==> config.mk <==
export PLATFORM = sky130hd
export DESIGN_NAME = csct_regs
export DESIGN_NICKNAME = d
export VERILOG_FILES = /design/src/design/capsule_sphere_collision_test_core_assert.svh /design/src/design/csct_pkg.sv /design/src/design/csct_regs.sv
export SDC_FILE = /design/constraint.sdc
export NUM_CORES = 1
export LEC_CHECK = 0
export BUFFER_PORTS_ARGS = -buffer_cell sky130_fd_sc_hd__buf_2
export CORE_ASPECT_RATIO = 1.5
export CORE_MARGIN = 5
export CORE_UTILIZATION = 40
export DETAILED_ROUTE_END_ITERATION = 12
export PLACE_DENSITY = 0.72
export RECOVER_POWER = 25
export SYNTH_ARGS = -nofsm -noshare
export SYNTH_HDL_FRONTEND = slang
export SYNTH_SLANG_ARGS = --single-unit
==> constraint.sdc <==
create_clock -name i_clk -period 3.84 [get_ports i_clk]
set_input_delay 0.192 -clock i_clk [delete_from_list [all_inputs] [get_ports i_clk]]
set_output_delay 0.192 -clock i_clk [all_outputs]
set_load 0.02 [all_outputs]
==> src/design/capsule_sphere_collision_test_core_assert.svh <==
// Assertion macros for the capsule/sphere test core.
`ifndef CAPSULE_SPHERE_COLLISION_TEST_CORE_ASSERT_SVH
`define CAPSULE_SPHERE_COLLISION_TEST_CORE_ASSERT_SVH

// Consequent must hold in the same cycle as the antecedent.
`define CSCT_ASSERT_SAME(label, clk, rst_n, ante, cons) \
    label: assert property (@(posedge clk) disable iff (!rst_n) (ante) |-> (cons)) \
        else $error("csct: same-cycle check failed");

// Consequent must hold in the cycle after the antecedent.
`define CSCT_ASSERT_NEXT(label, clk, rst_n, ante, cons) \
    label: assert property (@(posedge clk) disable iff (!rst_n) (ante) |=> (cons)) \
        else $error("csct: next-cycle check failed");

`endif

==> src/design/csct_pkg.sv <==
`timescale 1ns / 1ps

package csct_pkg;

    localparam int W_COORD = 32;   // Q16.16 coordinate
    localparam int W_RAD   = 31;   // unsigned Q15.16 radius
    localparam int W_DIFF  = 33;   // coordinate difference
    localparam int W_SQ    = 66;   // product of two differences
    localparam int W_DOT   = 68;   // sum of three products
    localparam int W_HALF  = 34;   // half of a dot-product operand
    localparam int W_PP    = 68;   // partial product of two halves
    localparam int W_PROD  = 136;  // full product of two dot results
    localparam int W_RSUM  = 32;   // sum of the two radii
    localparam int W_R2    = 64;   // squared radius sum
    localparam int W_ADDR  = 5;
    localparam int W_DATA  = 32;
    localparam int W_IDX   = 3;
    localparam int N_STAGE = 6;

    typedef enum logic [W_IDX-1:0] {
        REG_SEG_A_X,
        REG_SEG_A_Y,
        REG_SEG_A_Z,
        REG_SEG_B_X,
        REG_SEG_B_Y,
        REG_SEG_B_Z,
        REG_CAPSULE_RADIUS
    } t_reg_idx;

    typedef struct packed {
        logic signed [W_COORD-1:0] a_x;
        logic signed [W_COORD-1:0] a_y;
        logic signed [W_COORD-1:0] a_z;
        logic signed [W_COORD-1:0] b_x;
        logic signed [W_COORD-1:0] b_y;
        logic signed [W_COORD-1:0] b_z;
        logic        [W_RAD-1:0]   radius;
    } t_capsule;

    // Load enables, one per pipeline stage; stage 1 sits in bit 0
    typedef struct packed {
        logic s6;
        logic s5;
        logic s4;
        logic s3;
        logic s2;
        logic s1;
    } t_pipe_en;

    // Region decision carried alongside the wide products
    typedef struct packed {
        logic act;
        logic near_a;
        logic near_b;
        logic hit_a;
        logic hit_b;
    } t_sel;

endpackage

==> src/design/csct_regs.sv <==
`timescale 1ns / 1ps

module csct_regs
    import csct_pkg::*;
(
    input  logic              i_clk,
    input  logic              i_rst_n,
    input  logic              psel,
    input  logic              penable,
    input  logic              pwrite,
    input  logic [W_ADDR-1:0] paddr,
    input  logic [W_DATA-1:0] pwdata,
    output logic [W_DATA-1:0] prdata,
    output logic              pready,
    output t_capsule          o_capsule
);

    t_capsule r_cap;
    t_reg_idx w_idx;
    logic     w_wr;

    assign w_idx  = t_reg_idx'(paddr[W_ADDR-1:2]);
    assign w_wr   = psel && penable && pwrite;
    assign pready = 1'b1;

    always_ff @(posedge i_clk) begin
        if (!i_rst_n) begin
            r_cap <= '0;
        end else if (w_wr) begin
            unique case (w_idx)
                REG_SEG_A_X:        r_cap.a_x    <= $signed(pwdata);
                REG_SEG_A_Y:        r_cap.a_y    <= $signed(pwdata);
                REG_SEG_A_Z:        r_cap.a_z    <= $signed(pwdata);
                REG_SEG_B_X:        r_cap.b_x    <= $signed(pwdata);
                REG_SEG_B_Y:        r_cap.b_y    <= $signed(pwdata);
                REG_SEG_B_Z:        r_cap.b_z    <= $signed(pwdata);
                REG_CAPSULE_RADIUS: r_cap.radius <= pwdata[W_RAD-1:0];
                default:            r_cap        <= r_cap;
            endcase
        end
    end

    always_comb begin
        unique case (w_idx)
            REG_SEG_A_X:        prdata = r_cap.a_x;
            REG_SEG_A_Y:        prdata = r_cap.a_y;
            REG_SEG_A_Z:        prdata = r_cap.a_z;
            REG_SEG_B_X:        prdata = r_cap.b_x;
            REG_SEG_B_Y:        prdata = r_cap.b_y;
            REG_SEG_B_Z:        prdata = r_cap.b_z;
            REG_CAPSULE_RADIUS: prdata = {1'b0, r_cap.radius};
            default:            prdata = '0;
        endcase
    end

    assign o_capsule = r_cap;

endmodule

* Word level (Yosys, flattened, before mapping)
Cells that the tools add are included.
** Cells by class
- Eq/ne operators :: 6
- Muxes and demuxes :: 1
- Reductions and logical operators :: 10
** Operators by type and width (number)
- one-hot mux 32 bit (7 select lines) :: 1
- AND reduction 2 bit :: 7
- == test 3 bit, second input constant :: 3
- == test 3 x 2 -> 1 bit, second input constant :: 2
- == test 3 x 1 -> 1 bit, second input constant :: 1
- logical NOT 3 bit :: 1
- logical AND 1 bit :: 2
** Word-level totals
- Register bits :: 223
- Input bits :: 42
- Output and inout bits :: 256
- Word-level logic and storage cells :: 24

* Logic depth before layout (Yosys ltp)
- Depth after elaboration :: 3
- Mapped depth :: 6
- Depth with buffers taken out :: 3

* Worst setup path before layout
OpenSTA, ideal clock, no wires.
- Path type :: input-to-output
- From :: input port paddr[3]
- To :: output port prdata[10]
- Arrival time :: 1525 ps
- Data required time :: 3648 ps
- Slack :: 2123 ps
- Stages on the path :: 5
- Path buffers :: 3
- Path through :: buf_2 > buf_4 > buf_2 > mux2i_1 > a221oi_1
** On the way
- Cells in the longest elaborated chain, start to end :: 2
- Elaborated cells on any way between the ends :: 8
- Classes of those cells :: eq/ne (6); mux (1); reduce/logical (1)
** Ends and longest elaborated chain
- from (decl) :: RTL line csct_regs.sv:11 : input logic [W_ADDR-1:0] paddr,
- == test 3 bit, or another cell as far along :: RTL line csct_regs.sv:44 : unique case (w_idx)
- one-hot mux 32 bit (7 select lines) (*) :: RTL line csct_regs.sv:44
- to (decl) :: RTL line csct_regs.sv:13 : output logic [W_DATA-1:0] prdata,
Every way passes the cells marked *; elsewhere a longest branch is shown, timed or not.

* Final worst setup path
- From :: input port paddr[3]
- To :: output port prdata[0]
The elaborated chain is that of the path after synthesis.

==> results.py <==
metrics = {
    "clock_tree": {
        "cts_root_buf": "clkbuf_16",
        "post_cts_buffers": 0,
        "cts_tree": "done",
        "clk_path_buf_depth": 3,
        "clk-insertion-delay-late_ns": 0.49,
        "clock-sinks": 223,
        "cts_max_level": 1,
        "postCtsHoldBufs": 0,
        "cts_resized": 0,
        "clk_pin_slew_ns": 0.06,
        "cts_made_buffers": 22,
    },
    "placement": {
        "port_buffers": 294,
        "dp_hpwl_um": 22060,
        "globalplace.congestion": 0.8417,
    },
    "yosys": {
        "synth.ff_latch_count": 223,
        "syn_inst": 981,
        "ys_types": 29,
        "synth_nets": 1023,
        "syn_area_per_cell_um2": 9.980,
        "ys_seq_area_share_pct": 45.60,
        "yosysWarnings": 0,
        "synth_area_mm2": 0.009791,
    },
    "power": {
        "power_leakage_uw": 0.004909,
        "power.density_mw_per_mm2": 403.6,
        "p_total_uw": 4912,
        "ir_worst_vdd_mv": 0.2505,
    },
    "worst_hold_path": {
        "hold_path_class": "in2reg",
        "holdPathStages": 3,
        "hold_start": "pwdata[18]",
        "hold_path_end": "o_capsule[209]",
    },
    "setup_path": {
        "path_max_fanout": 50,
        "cp.arrival_ns": 2.49,
        "required_ns": 3.65,
        "ff2ff_path_depth": 2,
        "r2r-end": "o_capsule[203]",
        "cp-start-kind": "input port",
        "cp-end-kind": "primary output",
        "critical_path_class": "in2out",
        "r2r_start": "o_capsule[203]",
        "reg2reg_slack_ns": 3.17,
    },
    "sta": {
        "max-slew-margin-rel_pct": 41.10,
        "rsz0062_at_grt": "no",
        "setup_tns_ns": 0,
        "fmax_mhz": 372.6,
        "setup_viol": 0,
        "clock_skew_ns": 0,
        "fin_crit_sh_pct": 69.89,
        "period_needed_ns": 2.684,
        "final_hold_viol_count": 0,
        "worst_slew_pin_slew_ns": 0.8835,
        "drv_slew": 0,
    },
    "die": {
        "die_area_mm2": 0.02777,
        "ios": 298,
        "coreArea_mm2": 0.02426,
        "die_h_um": 201.6,
        "start_util_pct": 40.36,
        "core.rowCount": 70,
        "fp.dieW_um": 137.7,
    },
    "finish": {
        "n_fill_cell": 2274,
        "seq_area_mm2": 0.004464,
        "final_common_cell": "mux2i_1",
        "layout_common_cells": "298 x mux2i_1, 256 x nand2_1, 223 x dfxtp_1, 173 x buf_2, 123 x clkbuf_1",
        "syn_to_final_growth_pct": 24.32,
        "drive_gt1_share_pct": 21.85,
        "fin_nets": 1284,
        "largest_reg_flops": 223,
        "diodes": 0,
        "multi_input_area_mm2": 0.004933,
    },
    "routing": {
        "wl_per_cell_um": 20.51,
        "drtPass1Iterations": 5,
        "drt_iter0_markers": 435,
        "drc": 0,
        "num_vias": 8444,
        "wirelength_um": 32370,
        "antenna_left": 0,
        "vias_per_cell": 5.351,
    },
    "global_route": {
        "antenna_found_initial": 0,
        "grt_remaining_overflow": 0,
        "grt_max_degree": 95,
        "grt_pass1_vias": 8419,
        "grt_first_pass_wirelength_um": 48300,
        "grt_util_all_layers_pct": 22.12,
    },
    "run_status": {
        "outcome": "finished, final reports clean",
    },
    "run": {
        "timing.max_cap.violations": 0,
    },
}
[per-layer routing]
metal	routed length [um]	part of all wire, %	global-route usage, %
met5	0	0	0
met4	1244	3.8	9.075
met3	2202	6.8	3.927
met2	16270	50	38.98
met1	12650	39	26.04
[how the worst max path moves through the flow]
| stage | end | depth (start not counted) | slack [ns] | startpoint |
|---|---|---|---|---|
| 5_1_grt | prdata[0] | 6 | 1.03 | paddr[3] |
| 6_report | prdata[0] | 6 | 1.16 | paddr[3] |
| 4_1_cts | prdata[0] | 6 | 1.14 | paddr[3] |
| 2_1_floorplan | prdata[10] | 5 | 2.12 | paddr[3] |
| 3_5_place_dp | o_capsule[47] | 5 | 1.03 | paddr[2] |
| 3_3_place_gp | o_capsule[188] | 5 | 1.10 | paddr[2] |
[cells by family (layout without fill, tap and decap cells)]
| group | count (synthesis) | after routing | share of synthesized area (%) |
|---|---|---|---|
| AO/OA/AOI/OAI | 63 | 63 | 6.160 |
| buffers and inverters | 102 | 375 | 4.601 |
| flip-flops | 223 | 223 | 45.60 |
| multiplexers | 309 | 309 | 31.85 |
| other | 1 | 1 | 0.03830 |
| AND/OR/NAND/NOR | 283 | 283 | 11.76 |
[worst max-delay path, stage by stage]
cell      delay (ns)
buf_4           0.65
buf_4           0.57
mux2_2          0.39
a222oi_1        0.24
o211ai_1        0.20
buf_2           0.21
[synthesized netlist by cell type (all sizes together)]
library cell  instances  area share, %
nand4                 1          0.064
clkbuf               42            1.6
o22ai                 1          0.064
nand2               256            9.8
nor2                  6           0.23
or2                   1          0.064
nand2b                2           0.13
mux2i               298             30
a311o                 1           0.10
o211ai                9           0.69
nand3b                9           0.69
o2bb2ai               1          0.089
inv                  22           0.84
a221oi               21            1.9
or3                   1          0.064
o221a                21            2.4
conb                  1          0.038
a222oi                9           0.92
dfxtp               223             46
nand4b                1           0.24
nor3                  2           0.15
buf                  38            2.1
and3b                 2           0.18
mux2                 10            1.2
nor2b                 2           0.13
mux4                  1           0.23
[power breakdown]
| part | switching (uW) | internal (uW) |
|---|---|---|
| Clock | 887 | 1310 |
| Sequential | 14.2 | 2330 |
| Combinational | 257 | 118 |
[metrics by stage]
step	hold WS, ns	area [um^2]	std cells	worst slack [ns]	util, %
4_1_cts	0.07827	12320	1578	1.137	50.78
5_1_grt	0.1171	12170	1578	1.033	50.17
3_3_place_gp	0.4522	11600	1542	1.098	47.82
6_report	0.1018	12170	1578	1.156	50.17
2_1_floorplan	0.4361	9791	981	2.123	-
3_5_place_dp	0.4603	11600	1542	1.031	47.82
[layout make-up]
cell class / count / area share [%]
multi-input cells: 656 / 40.53
flip-flops and latches: 223 / 36.68
repair buffers: 317 / 12.87
clock buffers: 28 / 4.965
well taps: 324 / 3.331
clock inverters: 8 / 0.9457
inverters: 22 / 0.6785
(Power assumes the default switching activity.)
